### src/rtl/hbc_pkg.sv
// Package for the linear-bin histogram counter core.
// Holds transaction types, widths, register indexes and the sequencer state type.
// No dependencies; every RTL file of the block refers to it by scoped names.
package hbc_pkg;

  // Storage and count widths.
  localparam int MAX_BUCKETS = 64;
  localparam int ADDR_W      = $clog2(MAX_BUCKETS);
  localparam int NB_W        = $clog2(MAX_BUCKETS + 1);
  localparam int COUNT_W     = 32;

  // Binning arithmetic widths: the offset from range_low and the span
  // both need one bit more than a sample, and the scaled offset adds NB_W.
  localparam int SAMPLE_W    = 16;
  localparam int DIFF_W      = SAMPLE_W + 1;
  localparam int PROD_W      = DIFF_W + NB_W;
  localparam int STEP_W      = $clog2(PROD_W + 1);

  // Configuration register indexes and reset values.
  localparam int CFG_W                        = 2;
  localparam logic [CFG_W-1:0] CFG_RANGE_LOW  = 2'd0;
  localparam logic [CFG_W-1:0] CFG_RANGE_HIGH = 2'd1;
  localparam logic [CFG_W-1:0] CFG_BUCKETS    = 2'd2;
  localparam logic [SAMPLE_W-1:0] RANGE_HIGH_RESET = 16'd200;

  // Input command codes.
  localparam logic CMD_PUSH = 1'b0;
  localparam logic CMD_READ = 1'b1;

  typedef struct packed {
    logic                       cmd;
    logic signed [SAMPLE_W-1:0] sample;
    logic [ADDR_W-1:0]          bucket_index;
  } in_item_t;

  typedef struct packed {
    logic [COUNT_W-1:0] bucket_count;
    logic [COUNT_W-1:0] largest_count;
    logic [COUNT_W-1:0] smallest_count;
    logic               bad_value;
  } out_item_t;

  // Status of the bucket-index divider.
  typedef struct packed {
    logic busy;
    logic done;
  } div_status_t;

  typedef enum logic [3:0] {
    ST_IDLE,
    ST_PREP,
    ST_MUL,
    ST_DIV_GO,
    ST_DIV_WAIT,
    ST_RD,
    ST_UPD,
    ST_SCAN,
    ST_DONE
  } state_t;

endpackage

### src/rtl/histogram_binning_counter_core.sv
// Linear-bin histogram counter core: top level with sequencer and count scan.
// Instantiates hbc_div and hbc_count_ram; depends on hbc_pkg.
//
// One transaction at a time. A push offsets the sample by range_low, scales it
// by the bucket count in one multiply, then runs the divider, which forms the
// quotient one bit at a time, to get the bucket index; the bucket is then
// read, incremented with saturation and written back. Every transaction ends
// with a scan of the buckets in use through the single memory read port, one
// entry per cycle, to find the largest and smallest counts. At most 64 buckets
// are in use. A push below range_low, or any push while range_high is below
// range_low, skips the divider; a push above range_high runs it and is then
// rejected by the index check. The count memory needs no clearing pass after
// reset. A new transaction is accepted while the previous result still waits
// in the output register.
module histogram_binning_counter_core (
  input  logic                           clk,
  input  logic                           rst_n,
  // Input channel
  input  logic                           in_valid,
  output logic                           in_stall,
  input  hbc_pkg::in_item_t              in_data,
  // Result channel
  output logic                           out_valid,
  input  logic                           out_stall,
  output hbc_pkg::out_item_t             out_data,
  // Configuration write port
  input  logic                           cfg_we,
  input  logic [hbc_pkg::CFG_W-1:0]      cfg_index,
  input  logic [hbc_pkg::SAMPLE_W-1:0]   cfg_wdata
);

  // Configuration registers.
  logic [hbc_pkg::SAMPLE_W-1:0] range_low_r;
  logic [hbc_pkg::SAMPLE_W-1:0] range_high_r;
  logic [hbc_pkg::NB_W-1:0]     buckets_r;

  // Sequencer and working registers.
  hbc_pkg::state_t              state_r;
  hbc_pkg::state_t              state_nxt;
  hbc_pkg::in_item_t            item_r;
  logic [hbc_pkg::NB_W-1:0]     n_r;
  logic [hbc_pkg::DIFF_W-1:0]   diff_r;
  logic [hbc_pkg::DIFF_W-1:0]   span_r;
  logic [hbc_pkg::PROD_W-1:0]   prod_r;
  logic [hbc_pkg::ADDR_W-1:0]   addr_r;
  logic                         bad_r;
  logic [hbc_pkg::COUNT_W-1:0]  count_r;
  logic [hbc_pkg::COUNT_W-1:0]  max_r;
  logic [hbc_pkg::COUNT_W-1:0]  min_r;
  logic [hbc_pkg::NB_W-1:0]     scan_idx_r;
  logic                         pend_r;
  logic                         out_valid_r;
  hbc_pkg::out_item_t           out_r;

  // Combinational helpers.
  logic                         in_acc;
  logic                         out_free;
  logic                         push_bad;
  logic [hbc_pkg::NB_W-1:0]     n_act;
  logic [hbc_pkg::DIFF_W-1:0]   sample_ext;
  logic [hbc_pkg::DIFF_W-1:0]   low_ext;
  logic [hbc_pkg::DIFF_W-1:0]   high_ext;
  logic                         scan_issue;
  logic                         idx_bad;

  // Divider and memory connections.
  logic                         div_start;
  logic [hbc_pkg::PROD_W-1:0]   div_quo;
  hbc_pkg::div_status_t         div_st;
  logic                         wr_en;
  logic [hbc_pkg::COUNT_W-1:0]  wr_data;
  logic                         rd_en;
  logic [hbc_pkg::ADDR_W-1:0]   rd_addr;
  logic [hbc_pkg::COUNT_W-1:0]  rd_data;

  hbc_div u_div (
    .clk      (clk),
    .rst_n    (rst_n),
    .start    (div_start),
    .dividend (prod_r),
    .divisor  (span_r),
    .quotient (div_quo),
    .status   (div_st)
  );

  hbc_count_ram u_ram (
    .clk     (clk),
    .rst_n   (rst_n),
    .wr_en   (wr_en),
    .wr_addr (addr_r),
    .wr_data (wr_data),
    .rd_en   (rd_en),
    .rd_addr (rd_addr),
    .rd_data (rd_data)
  );

  // Configuration writes; indexes past the register list are ignored.
  always_ff @(posedge clk) begin
    if (!rst_n) begin
      range_low_r  <= '0;
      range_high_r <= hbc_pkg::RANGE_HIGH_RESET;
      buckets_r    <= hbc_pkg::NB_W'(hbc_pkg::MAX_BUCKETS);
    end else if (cfg_we) begin
      unique case (cfg_index)
        hbc_pkg::CFG_RANGE_LOW:  range_low_r  <= cfg_wdata;
        hbc_pkg::CFG_RANGE_HIGH: range_high_r <= cfg_wdata;
        hbc_pkg::CFG_BUCKETS:    buckets_r    <= cfg_wdata[hbc_pkg::NB_W-1:0];
        default: ;
      endcase
    end
  end

  // Handshake terms.
  assign in_acc   = in_valid && !in_stall;
  assign out_free = !out_valid_r || !out_stall;

  // Range checks and sign-extended operands for the binning arithmetic.
  assign n_act = (buckets_r > hbc_pkg::NB_W'(hbc_pkg::MAX_BUCKETS))
               ? hbc_pkg::NB_W'(hbc_pkg::MAX_BUCKETS) : buckets_r;
  assign sample_ext = {item_r.sample[hbc_pkg::SAMPLE_W-1], item_r.sample};
  assign low_ext    = {range_low_r[hbc_pkg::SAMPLE_W-1], range_low_r};
  assign high_ext   = {range_high_r[hbc_pkg::SAMPLE_W-1], range_high_r};
  assign push_bad   = ($signed(item_r.sample) < $signed(range_low_r)) ||
                      ($signed(range_high_r) < $signed(range_low_r));
  assign idx_bad    = (div_quo >= hbc_pkg::PROD_W'(n_r));
  assign scan_issue = (scan_idx_r < n_r);

  // Next-state logic.
  always_comb begin
    state_nxt = state_r;
    unique case (state_r)
      hbc_pkg::ST_IDLE: begin
        if (in_acc) state_nxt = hbc_pkg::ST_PREP;
      end
      hbc_pkg::ST_PREP: begin
        if (item_r.cmd == hbc_pkg::CMD_READ) state_nxt = hbc_pkg::ST_RD;
        else if (push_bad)                   state_nxt = hbc_pkg::ST_SCAN;
        else                                 state_nxt = hbc_pkg::ST_MUL;
      end
      hbc_pkg::ST_MUL:    state_nxt = hbc_pkg::ST_DIV_GO;
      hbc_pkg::ST_DIV_GO: state_nxt = hbc_pkg::ST_DIV_WAIT;
      hbc_pkg::ST_DIV_WAIT: begin
        if (div_st.done) state_nxt = idx_bad ? hbc_pkg::ST_SCAN : hbc_pkg::ST_RD;
      end
      hbc_pkg::ST_RD:  state_nxt = hbc_pkg::ST_UPD;
      hbc_pkg::ST_UPD: state_nxt = hbc_pkg::ST_SCAN;
      hbc_pkg::ST_SCAN: begin
        if (!scan_issue && !pend_r) state_nxt = hbc_pkg::ST_DONE;
      end
      hbc_pkg::ST_DONE: begin
        if (out_free) state_nxt = hbc_pkg::ST_IDLE;
      end
      default: state_nxt = hbc_pkg::ST_IDLE;
    endcase
  end

  // Sequencer outputs: handshake, divider start and memory ports.
  always_comb begin
    in_stall  = (state_r != hbc_pkg::ST_IDLE);
    div_start = (state_r == hbc_pkg::ST_DIV_GO);
    wr_en     = (state_r == hbc_pkg::ST_UPD) && (item_r.cmd == hbc_pkg::CMD_PUSH);
    wr_data   = (rd_data == {hbc_pkg::COUNT_W{1'b1}}) ? rd_data : rd_data + 1'b1;
    rd_en     = 1'b0;
    rd_addr   = addr_r;
    unique case (state_r)
      hbc_pkg::ST_RD: begin
        rd_en = 1'b1;
      end
      hbc_pkg::ST_SCAN: begin
        rd_en   = scan_issue;
        rd_addr = scan_idx_r[hbc_pkg::ADDR_W-1:0];
      end
      default: ;
    endcase
  end

  // State register.
  always_ff @(posedge clk) begin
    if (!rst_n) begin
      state_r <= hbc_pkg::ST_IDLE;
    end else begin
      state_r <= state_nxt;
    end
  end

  // Working datapath registers.
  always_ff @(posedge clk) begin
    unique case (state_r)
      hbc_pkg::ST_IDLE: begin
        if (in_acc) begin
          item_r <= in_data;
          addr_r <= in_data.bucket_index;
        end
      end
      hbc_pkg::ST_PREP: begin
        n_r     <= n_act;
        diff_r  <= sample_ext - low_ext;
        span_r  <= high_ext - low_ext + 1'b1;
        bad_r   <= (item_r.cmd == hbc_pkg::CMD_PUSH) && push_bad;
        count_r <= '0;
        max_r   <= '0;
        min_r   <= '1;
      end
      hbc_pkg::ST_MUL: begin
        prod_r <= hbc_pkg::PROD_W'(diff_r) * hbc_pkg::PROD_W'(n_r);
      end
      hbc_pkg::ST_DIV_WAIT: begin
        if (div_st.done) begin
          bad_r  <= idx_bad;
          addr_r <= div_quo[hbc_pkg::ADDR_W-1:0];
        end
      end
      hbc_pkg::ST_UPD: begin
        count_r <= (item_r.cmd == hbc_pkg::CMD_PUSH) ? wr_data : rd_data;
      end
      hbc_pkg::ST_SCAN: begin
        if (pend_r) begin
          if (rd_data > max_r) max_r <= rd_data;
          if (rd_data < min_r) min_r <= rd_data;
        end
      end
      default: ;
    endcase
  end

  // Scan control: index of the next read and a flag for data in flight.
  always_ff @(posedge clk) begin
    if (!rst_n) begin
      scan_idx_r <= '0;
      pend_r     <= 1'b0;
    end else if (state_r == hbc_pkg::ST_SCAN) begin
      pend_r <= scan_issue;
      if (scan_issue) scan_idx_r <= scan_idx_r + 1'b1;
    end else begin
      scan_idx_r <= '0;
      pend_r     <= 1'b0;
    end
  end

  // Output register.
  always_ff @(posedge clk) begin
    if (!rst_n) begin
      out_valid_r <= 1'b0;
    end else if ((state_r == hbc_pkg::ST_DONE) && out_free) begin
      out_valid_r <= 1'b1;
    end else if (!out_stall) begin
      out_valid_r <= 1'b0;
    end
  end

  always_ff @(posedge clk) begin
    if ((state_r == hbc_pkg::ST_DONE) && out_free) begin
      out_r.bucket_count   <= count_r;
      out_r.largest_count  <= max_r;
      out_r.smallest_count <= min_r;
      out_r.bad_value      <= bad_r;
    end
  end

  assign out_valid = out_valid_r;
  assign out_data  = out_r;

  // A rejected push never reports a count.
  a_bad_no_count: assert property (@(posedge clk) disable iff (!rst_n)
    out_valid_r && out_r.bad_value |-> out_r.bucket_count == '0)
    else $error("bad_value result carries a nonzero bucket_count");

  // Extremes are ordered, or hold the empty-set values when no bucket is in use.
  a_extremes: assert property (@(posedge clk) disable iff (!rst_n)
    out_valid_r |-> (out_r.largest_count >= out_r.smallest_count) ||
                    (out_r.largest_count == '0 && out_r.smallest_count == '1))
    else $error("largest_count below smallest_count");

  // The divider completes only while the sequencer waits for it.
  a_div_done: assert property (@(posedge clk) disable iff (!rst_n)
    div_st.done |-> state_r == hbc_pkg::ST_DIV_WAIT)
    else $error("divider finished outside its wait state");

  // A counter is written only for an in-range push.
  a_write_ok: assert property (@(posedge clk) disable iff (!rst_n)
    wr_en |-> !bad_r && $past(state_r) == hbc_pkg::ST_RD)
    else $error("bucket write for a rejected or unread transaction");

endmodule

### src/rtl/hbc_div.sv
// Restoring shift-subtract divider, one quotient bit per cycle.
// Used to turn the scaled sample offset into a bucket index.
// Depends on hbc_pkg for widths and the status struct.
module hbc_div (
  input  logic                         clk,
  input  logic                         rst_n,
  input  logic                         start,
  input  logic [hbc_pkg::PROD_W-1:0]   dividend,
  input  logic [hbc_pkg::DIFF_W-1:0]   divisor,
  output logic [hbc_pkg::PROD_W-1:0]   quotient,
  output hbc_pkg::div_status_t         status
);

  logic [hbc_pkg::DIFF_W-1:0] rem_r;
  logic [hbc_pkg::DIFF_W-1:0] dvs_r;
  logic [hbc_pkg::PROD_W-1:0] quo_r;
  logic [hbc_pkg::STEP_W-1:0] cnt_r;
  logic                       busy_r;
  logic                       done_r;

  logic [hbc_pkg::DIFF_W:0]   trial;
  logic                       fits;

  // One trial subtraction per cycle.
  assign trial = {rem_r, quo_r[hbc_pkg::PROD_W-1]};
  assign fits  = (trial >= {1'b0, dvs_r});

  // Control: step counter and completion pulse.
  always_ff @(posedge clk) begin
    if (!rst_n) begin
      busy_r <= 1'b0;
      done_r <= 1'b0;
      cnt_r  <= '0;
    end else begin
      done_r <= 1'b0;
      if (start) begin
        busy_r <= 1'b1;
        cnt_r  <= hbc_pkg::STEP_W'(hbc_pkg::PROD_W);
      end else if (busy_r) begin
        cnt_r <= cnt_r - 1'b1;
        if (cnt_r == hbc_pkg::STEP_W'(1)) begin
          busy_r <= 1'b0;
          done_r <= 1'b1;
        end
      end
    end
  end

  // Datapath: the dividend shifts out as the quotient shifts in.
  always_ff @(posedge clk) begin
    if (start) begin
      rem_r <= '0;
      dvs_r <= divisor;
      quo_r <= dividend;
    end else if (busy_r) begin
      rem_r <= fits ? hbc_pkg::DIFF_W'(trial - {1'b0, dvs_r})
                    : trial[hbc_pkg::DIFF_W-1:0];
      quo_r <= {quo_r[hbc_pkg::PROD_W-2:0], fits};
    end
  end

  assign quotient    = quo_r;
  assign status.busy = busy_r;
  assign status.done = done_r;

endmodule

### src/rtl/hbc_count_ram.sv
// Bucket counter memory: one write port, one registered read port.
// Per-entry valid bits make every entry read as zero after reset.
// Depends on hbc_pkg for depth and widths.
module hbc_count_ram (
  input  logic                          clk,
  input  logic                          rst_n,
  input  logic                          wr_en,
  input  logic [hbc_pkg::ADDR_W-1:0]    wr_addr,
  input  logic [hbc_pkg::COUNT_W-1:0]   wr_data,
  input  logic                          rd_en,
  input  logic [hbc_pkg::ADDR_W-1:0]    rd_addr,
  output logic [hbc_pkg::COUNT_W-1:0]   rd_data
);

  logic [hbc_pkg::COUNT_W-1:0]     mem [hbc_pkg::MAX_BUCKETS];
  logic [hbc_pkg::MAX_BUCKETS-1:0] vld_r;
  logic [hbc_pkg::COUNT_W-1:0]     rd_data_r;

  // Valid bits are cleared by reset and set by the first write.
  always_ff @(posedge clk) begin
    if (!rst_n) begin
      vld_r <= '0;
    end else if (wr_en) begin
      vld_r[wr_addr] <= 1'b1;
    end
  end

  // Storage array write.
  always_ff @(posedge clk) begin
    if (wr_en) begin
      mem[wr_addr] <= wr_data;
    end
  end

  // Registered read; an entry never written reads as zero.
  always_ff @(posedge clk) begin
    if (rd_en) begin
      rd_data_r <= vld_r[rd_addr] ? mem[rd_addr] : '0;
    end
  end

  assign rd_data = rd_data_r;

endmodule

### config.mk
export PLATFORM = sky130hd
export DESIGN_NAME = histogram_binning_counter_core
export DESIGN_NICKNAME = d
export VERILOG_FILES = /design/src/rtl/hbc_pkg.sv /design/src/rtl/histogram_binning_counter_core.sv /design/src/rtl/hbc_div.sv /design/src/rtl/hbc_count_ram.sv
export SDC_FILE = /design/constraint.sdc
export NUM_CORES = 2
export LEC_CHECK = 0
export BUFFER_PORTS_ARGS = -buffer_cell sky130_fd_sc_hd__buf_2
export CAP_MARGIN = 5
export CORE_MARGIN = 2
export CORE_UTILIZATION = 40
export DETAILED_ROUTE_END_ITERATION = 10
export SYNTH_ARGS = -nofsm -noshare
export SYNTH_HDL_FRONTEND = slang
export SYNTH_SLANG_ARGS = --single-unit
### constraint.sdc
create_clock -name clk -period 7.4 [get_ports clk]
set_input_delay 0.37 -clock clk [delete_from_list [all_inputs] [get_ports clk]]
set_output_delay 0.37 -clock clk [all_outputs]
set_load 0.02 [all_outputs]
Yosys cells after proc, flatten, opt, wreduce, memory -nomap -nowiden --
Memory sizes are Yosys's and may differ from the RTL's. A register that Yosys moved wholly into a read port is not among the register bits. Cells that the tools add are included.
Operators by class: $lt $le $gt $ge 11, bitwise operators 4, reductions and logical operators 34, multipliers 1, muxes and demuxes 41, equal/unequal tests 20, $add $sub $neg 7
Operators by type and width (number):
- 2-to-1 mux 32 bit | 6
- one-hot mux 32 bit (2 select lines) | 3
- OR 64 bit | 1
- 2-to-1 mux 24 bit | 2
- one-hot mux 4 bit (9 select lines) | 1
- subtractor 16 x 16 -> 17 bit | 2
- adder 32 x 1 -> 32 bit (second input constant) | 1
- equality test 32 bit (second input constant) | 1
- > comparator 32 bit | 1
- less-than comparator 16 bit | 2
- less-than comparator 32 bit | 1
- greater-or-equal comparator 24 x 7 -> 1 bit | 1
- multiplier 17 x 7 -> 24 bit | 1
- greater-or-equal comparator 18 x 17 -> 1 bit | 1
- 2-to-1 mux 6 bit | 3
- adder 17 x 1 -> 17 bit (second input constant) | 1
- 2-to-1 mux 17 bit | 1
- subtractor 17 bit | 1
- equality test 4 x 3 -> 1 bit (second input constant) | 4
- 2-to-1 mux 4 bit | 4
- less-than comparator 6 x 7 -> 1 bit (second input constant) | 2
- != test 2 bit (second input constant) | 6
- one-hot mux 6 bit (2 select lines) | 1
- AND reduction 2 bit | 6
- 31 further kinds | 65
Storage, ports and cells: memory bits (writable) 2048, memories 1, word-level logic and storage cells 149, input port bits 46, register bits after elaboration 463
Memories:
- u_ram.mem | words 64, bits a word 32, read ports 1, clocked after Yosys merged registers in 1, wr ports 1, line hbc_count_ram.sv:15 | logic [hbc_pkg::COUNT_W-1:0] mem [hbc_pkg::MAX_BUCKETS];

Longest topological paths before layout --
depth in word-level cells 5, mapped depth 19

Modules after synthesis --
A second synthesis with hierarchy kept.
Unflattened totals: cell total of the unflattened synthesis 5743, area, all modules 104859.3 um2
Modules (own cells, without submodules):
- hbc_count_ram | times used 1, area each 81136.6 um2, cells an instance 3573, seq. area each 63741.1 um2
- histogram_binning_counter_core | times used 1, area each 20146.8 um2, cells an instance 1846, seq. area each 9509.1 um2
- hbc_div | times used 1, area each 3575.9 um2, cells an instance 324, seq. area each 1711.6 um2

Worst setup path after synthesis --
OpenSTA, ideal clock, no wires.
path type register to register, from reg state_r[1], to reg out_r, in the netlist out_data[0], enable pin, cell stages (with the launch flop) 5, library setup time 0.585 ns, setup slack 1.318 ns, required time 6.815 ns, arrival 5.498 ns, cell sequence dfxtp_1 -> clkbuf_1 -> nor2_1 -> nand3b_1 -> a21oi_1
Between the ends: word-level cells in the longest chain between the ends 2
RTL lines:
- start, declared | line histogram_binning_counter_core.sv:38 | hbc_pkg::state_t state_r;
- start signal, assigned | line histogram_binning_counter_core.sv:180 | state_r <= hbc_pkg::ST_IDLE;
- start signal, assigned | line histogram_binning_counter_core.sv:182 | state_r <= state_nxt;
- equality test 4 bit | line histogram_binning_counter_core.sv:252 | if ((state_r == hbc_pkg::ST_DONE) && out_free) begin
- logical AND 1 bit | line histogram_binning_counter_core.sv:252
- end, declared | line histogram_binning_counter_core.sv:53 | hbc_pkg::out_item_t out_r;
No other way between the ends. A chain may end at the register's enable or synchronous reset.

Worst setup path in the final report --
from reg state_r[1], to reg u_ram.rd_data_r, in the netlist u_ram.rd_data[3], read port of u_ram.mem, data pin
Between the ends: word-level cells in the longest chain between the ends 5, elaborated cells on any way between the ends 7
RTL lines:
- equality test 4 x 3 -> 1 bit | line histogram_binning_counter_core.sv:165 | unique case (state_r)
- 2-to-1 mux 6 bit | line histogram_binning_counter_core.sv:165
- binary-select mux 1 bit (select 6 bit) | line hbc_count_ram.sv:38 | rd_data_r <= vld_r[rd_addr] ? mem[rd_addr] : '0;
- 2-to-1 mux 1 bit (implied by the code) | line hbc_count_ram.sv:38
- logical NOT 1 bit (no line)
- end, declared | line hbc_count_ram.sv:17 | logic [hbc_pkg::COUNT_W-1:0] rd_data_r;
Parallel ways exist; a longest one is shown, timed or not. The select of a mux whose other input is x is not followed.

==> results.json <==
{
  "numCtsBuffers": 270,
  "synthAdderAreaFrac_pct": 3.83,
  "synth.area.top_cells": "edfxtp_1 (68%), mux4_2 (5.9%), nand2_1 (3.8%), dfxtp_1 (2.7%), ha_1 (2.2%)",
  "leakagePower_nw": 40.8,
  "holdWs_ns": 0.0528,
  "synth_top_family_by_area": "simple AND/OR/NAND/NOR gates",
  "rows": 188,
  "yosysMostFrequentCell": "edfxtp_1",
  "crit_slowest_cell": "o21ai_0",
  "grtUsageTotal_pct": 23.3,
  "wl_um": 320000,
  "fp.dieH_um": 518,
  "yosys_register_bits": 2543,
  "rsz0062_at_grt": "false",
  "fp.dieW_um": 518,
  "syn2layout_area_growth_pct": 14.4,
  "boundaryPins": 145,
  "antenna_found_initial": 11,
  "power.internal_w": 0.0295,
  "synth_compound_area_share_pct": 5.80,
  "synth_xor_area_share_pct": 0.995,
  "via_per_inst": 5.86,
  "ys_seq_area_share_pct": 70.9,
  "synth_ff_type": "edfxtp_1",
  "drv_cap": 0,
  "utilization_pct": 46.0,
  "ff2ff_path_depth": 9,
  "synth-async-reset-ratio_pct": 0,
  "fin_setup_tns_ns": 0,
  "cts-resized-gates": 0,
  "drt_iter0_markers": 8938,
  "clk_path_buf_depth": 4,
  "r2r-start": "state_r[1]",
  "dp_hpwl_um": 194000,
  "wire_per_inst_um": 29.2,
  "place.port_buffers": 144,
  "hold_violations": 0,
  "cp.arrival_ns": 6.58,
  "synth_cell_types": 81,
  "cts.clk_slew.worst_paths_ns": 0.07,
  "crit_buf_inv": 2,
  "drtAntennaViolNets": 0,
  "path_cells": "nand4b_1 -> mux2_8 -> buf_12 -> buf_4 -> and3_1 -> a311oi_1 -> o21ai_0 -> nand3_1 -> o31a_1",
  "power_density_mw_per_mm2": 365,
  "design_area_mm2": 0.121,
  "outcome": "finished, final reports clean",
  "power_w": 0.0441,
  "fin_skew_ns": 0.100,
  "clk_latency_ns": 0.88,
  "cts_max_level": 5,
  "gp_congestion": 0.886,
  "r2r_end": "u_ram.rd_data[3]",
  "drt-pass1-iter-count": 6,
  "cts_root_buf": "clkbuf_16",
  "grt_pass1_vias": 61479,
  "drive_gt1_share_pct": 15.9,
  "grt_use_met3_pct": 6.59,
  "placed_area_mm2": 0.112,
  "yosysTopAreaCell": "edfxtp_1",
  "syn_area_mm2": 0.106,
  "r2r_slack_ns": 1.43,
  "cp_max_fo": 67,
  "gr-usage-met1_pct": 32.6,
  "grt_pass1_wl_um": 453000,
  "seqPwrFrac_pct": 39.7,
  "muxShareOfSynthArea_pct": 7.10,
  "yosys.area_share.simple_pct": 8.96,
  "clockPowerShare_pct": 30.0,
  "worstSetupPathType": "reg2reg",
  "p_sw_w": 0.0145,
  "slew_viol_final": 0,
  "synth_common_cells": "edfxtp_1 (2403), nand2_1 (1083), mux4_2 (279), nand3_1 (269), nor2_1 (251)",
  "yosysWarnings": 0,
  "synth_fp_nets": 7228,
  "synth_cells": 6909,
  "maxSlewHeadroom_pct": 5.40,
  "grt_max_degree": 92,
  "vdd_drop_max_mv": 0.572,
  "tightestPinTransition_ns": 1.41,
  "hold_class": "in2reg",
  "crit_path_end_kind": "register",
  "power.share.combinational_pct": 30.3,
  "switching_share_pct": 33.0,
  "post-route-min-period_ns": 5.97,
  "crit_family": "simple AND/OR/NAND/NOR gates",
  "required_ns": 8.01,
  "critPathMaxStageDelay_ns": 1.04,
  "overflow": 0,
  "finalSetupViolCount": 0,
  "grtUsageMet2_pct": 35.5,
  "fin_crit_sh_pct": 80.7,
  "dr_total_vias": 64166,
  "numClockSinks": 2543,
  "start_kind": "register",
  "syn-mean-instance-area_um2": 15.3,
  "min_path_cells": 4,
  "layout.nets": 7547,
  "cts_tree": "done",
  "synth_edf_count": 2403,
  "core_area_mm2": 0.263,
  "holdPathEnd": "range_low_r[1]",
  "dieArea_mm2": 0.268,
  "drc": 0,
  "synth_top_area_share_pct": 68.3,
  "start_util_pct": 40.2,
  "fmax_ghz": 0.168,
  "top_usage_layer": "met2",
  "worstHoldStart": "cfg_index[1]"
}
==> flip-flops by register name, indices dropped and copies added (netlist names), 32 cells and up <==
signal / count
out_data: 97
count_r: 32
u_ram.rd_data: 32
max_r: 32
u_ram.vld_r: 64
u_ram.mem: 2048
min_r: 32
==> power groups by stage <==
stage / combinational [W] / clock (W) / sequential [W]
after detailed placement: 0.0132 / 0 / 0.0178
after floorplan: 0.00915 / 0 / 0.0176
after global routing: 0.0148 / 0.0139 / 0.0176
after CTS: 0.0133 / 0.0134 / 0.0175
final: 0.0133 / 0.0132 / 0.0175
after global placement: 0.0132 / 0 / 0.0178
==> through the flow <==
stage                     std cells  worst slack, ns
after floorplan                6909             1.32
after global placement        10429             1.49
after detailed placement      10429             1.54
after CTS                     10940             1.51
after global routing          10941             1.04
final                         10944             1.43
==> worst reg2reg max path: stages, from the launching register on <==
cell and delay (ns):
dfxtp_1 0.57, nand4b_1 0.88, mux2_8 0.96, buf_12 0.37, buf_4 0.59, and3_1 0.24
a311oi_1 0.06, o21ai_0 1.05, nand3_1 0.62, o31a_1 0.43
==> metal layers <==
metal / share of wire [%] / vias up
li1: - / 26918
met1: 40 / 33043
met2: 45 / 3678
met3: 12 / 523
met4: 2.9 / 4
met5: 0.0081 / -
==> placed cells by master, fill, tap and decap left out, types with 53 or more instances in the layout <==
cell and instances:
edfxtp_1 2403, nand2_1 1082, mux4_2 279, clkbuf_16 274, nand3_1 269, inv_1 241
a21oi_1 205, buf_4 193, ha_1 189, nor2_1 173, buf_2 143, dfxtp_1 140
nand4_1 126, and2_1 120, mux2i_1 101, a22oi_1 95, a31oi_1 86, o21a_1 86
fa_1 84, o21ai_0 72, nor2_4 69, xnor2_1 56, and3_1 55, clkinv_1 53
clkbuf_1 53
==> final cells by class <==
type / count / area, um2
diodes: 3 / 7.51
clock buffers: 331 / 7110
clock inverters: 139 / 1310
fillers: 22551 / 142000
inverters: 243 / 912
multi-input cells: 3775 / 29200
flip-flops and latches: 2543 / 75000
well taps: 3515 / 4400
repair buffers: 395 / 2920
==> worst max path at each step <==
stage | endpoint | startpoint | cells past startpoint
6_report | u_ram.rd_data[3] | state_r[1] | 9
5_1_grt | prod_r[23] | n_r[1] | 16
4_1_cts | prod_r[23] | n_r[2] | 16
3_5_place_dp | prod_r[23] | n_r[2] | 16
3_3_place_gp | prod_r[23] | n_r[2] | 16
2_1_floorplan | out_data[0] | state_r[1] | 4
==> logic make-up after synthesis <==
family,Yosys count
buf+inv,591
fa+ha+maj,273
flops,2543
simple gates,2098
compound gates,886
mux,398
xor+xnor,120
==> what timing repair did <==
item	CTS	global route
hold buffers	41	0
endpoints found under the hold margin	70	0
buffers inserted	0	0
Power figures use the tool's default switching activity.
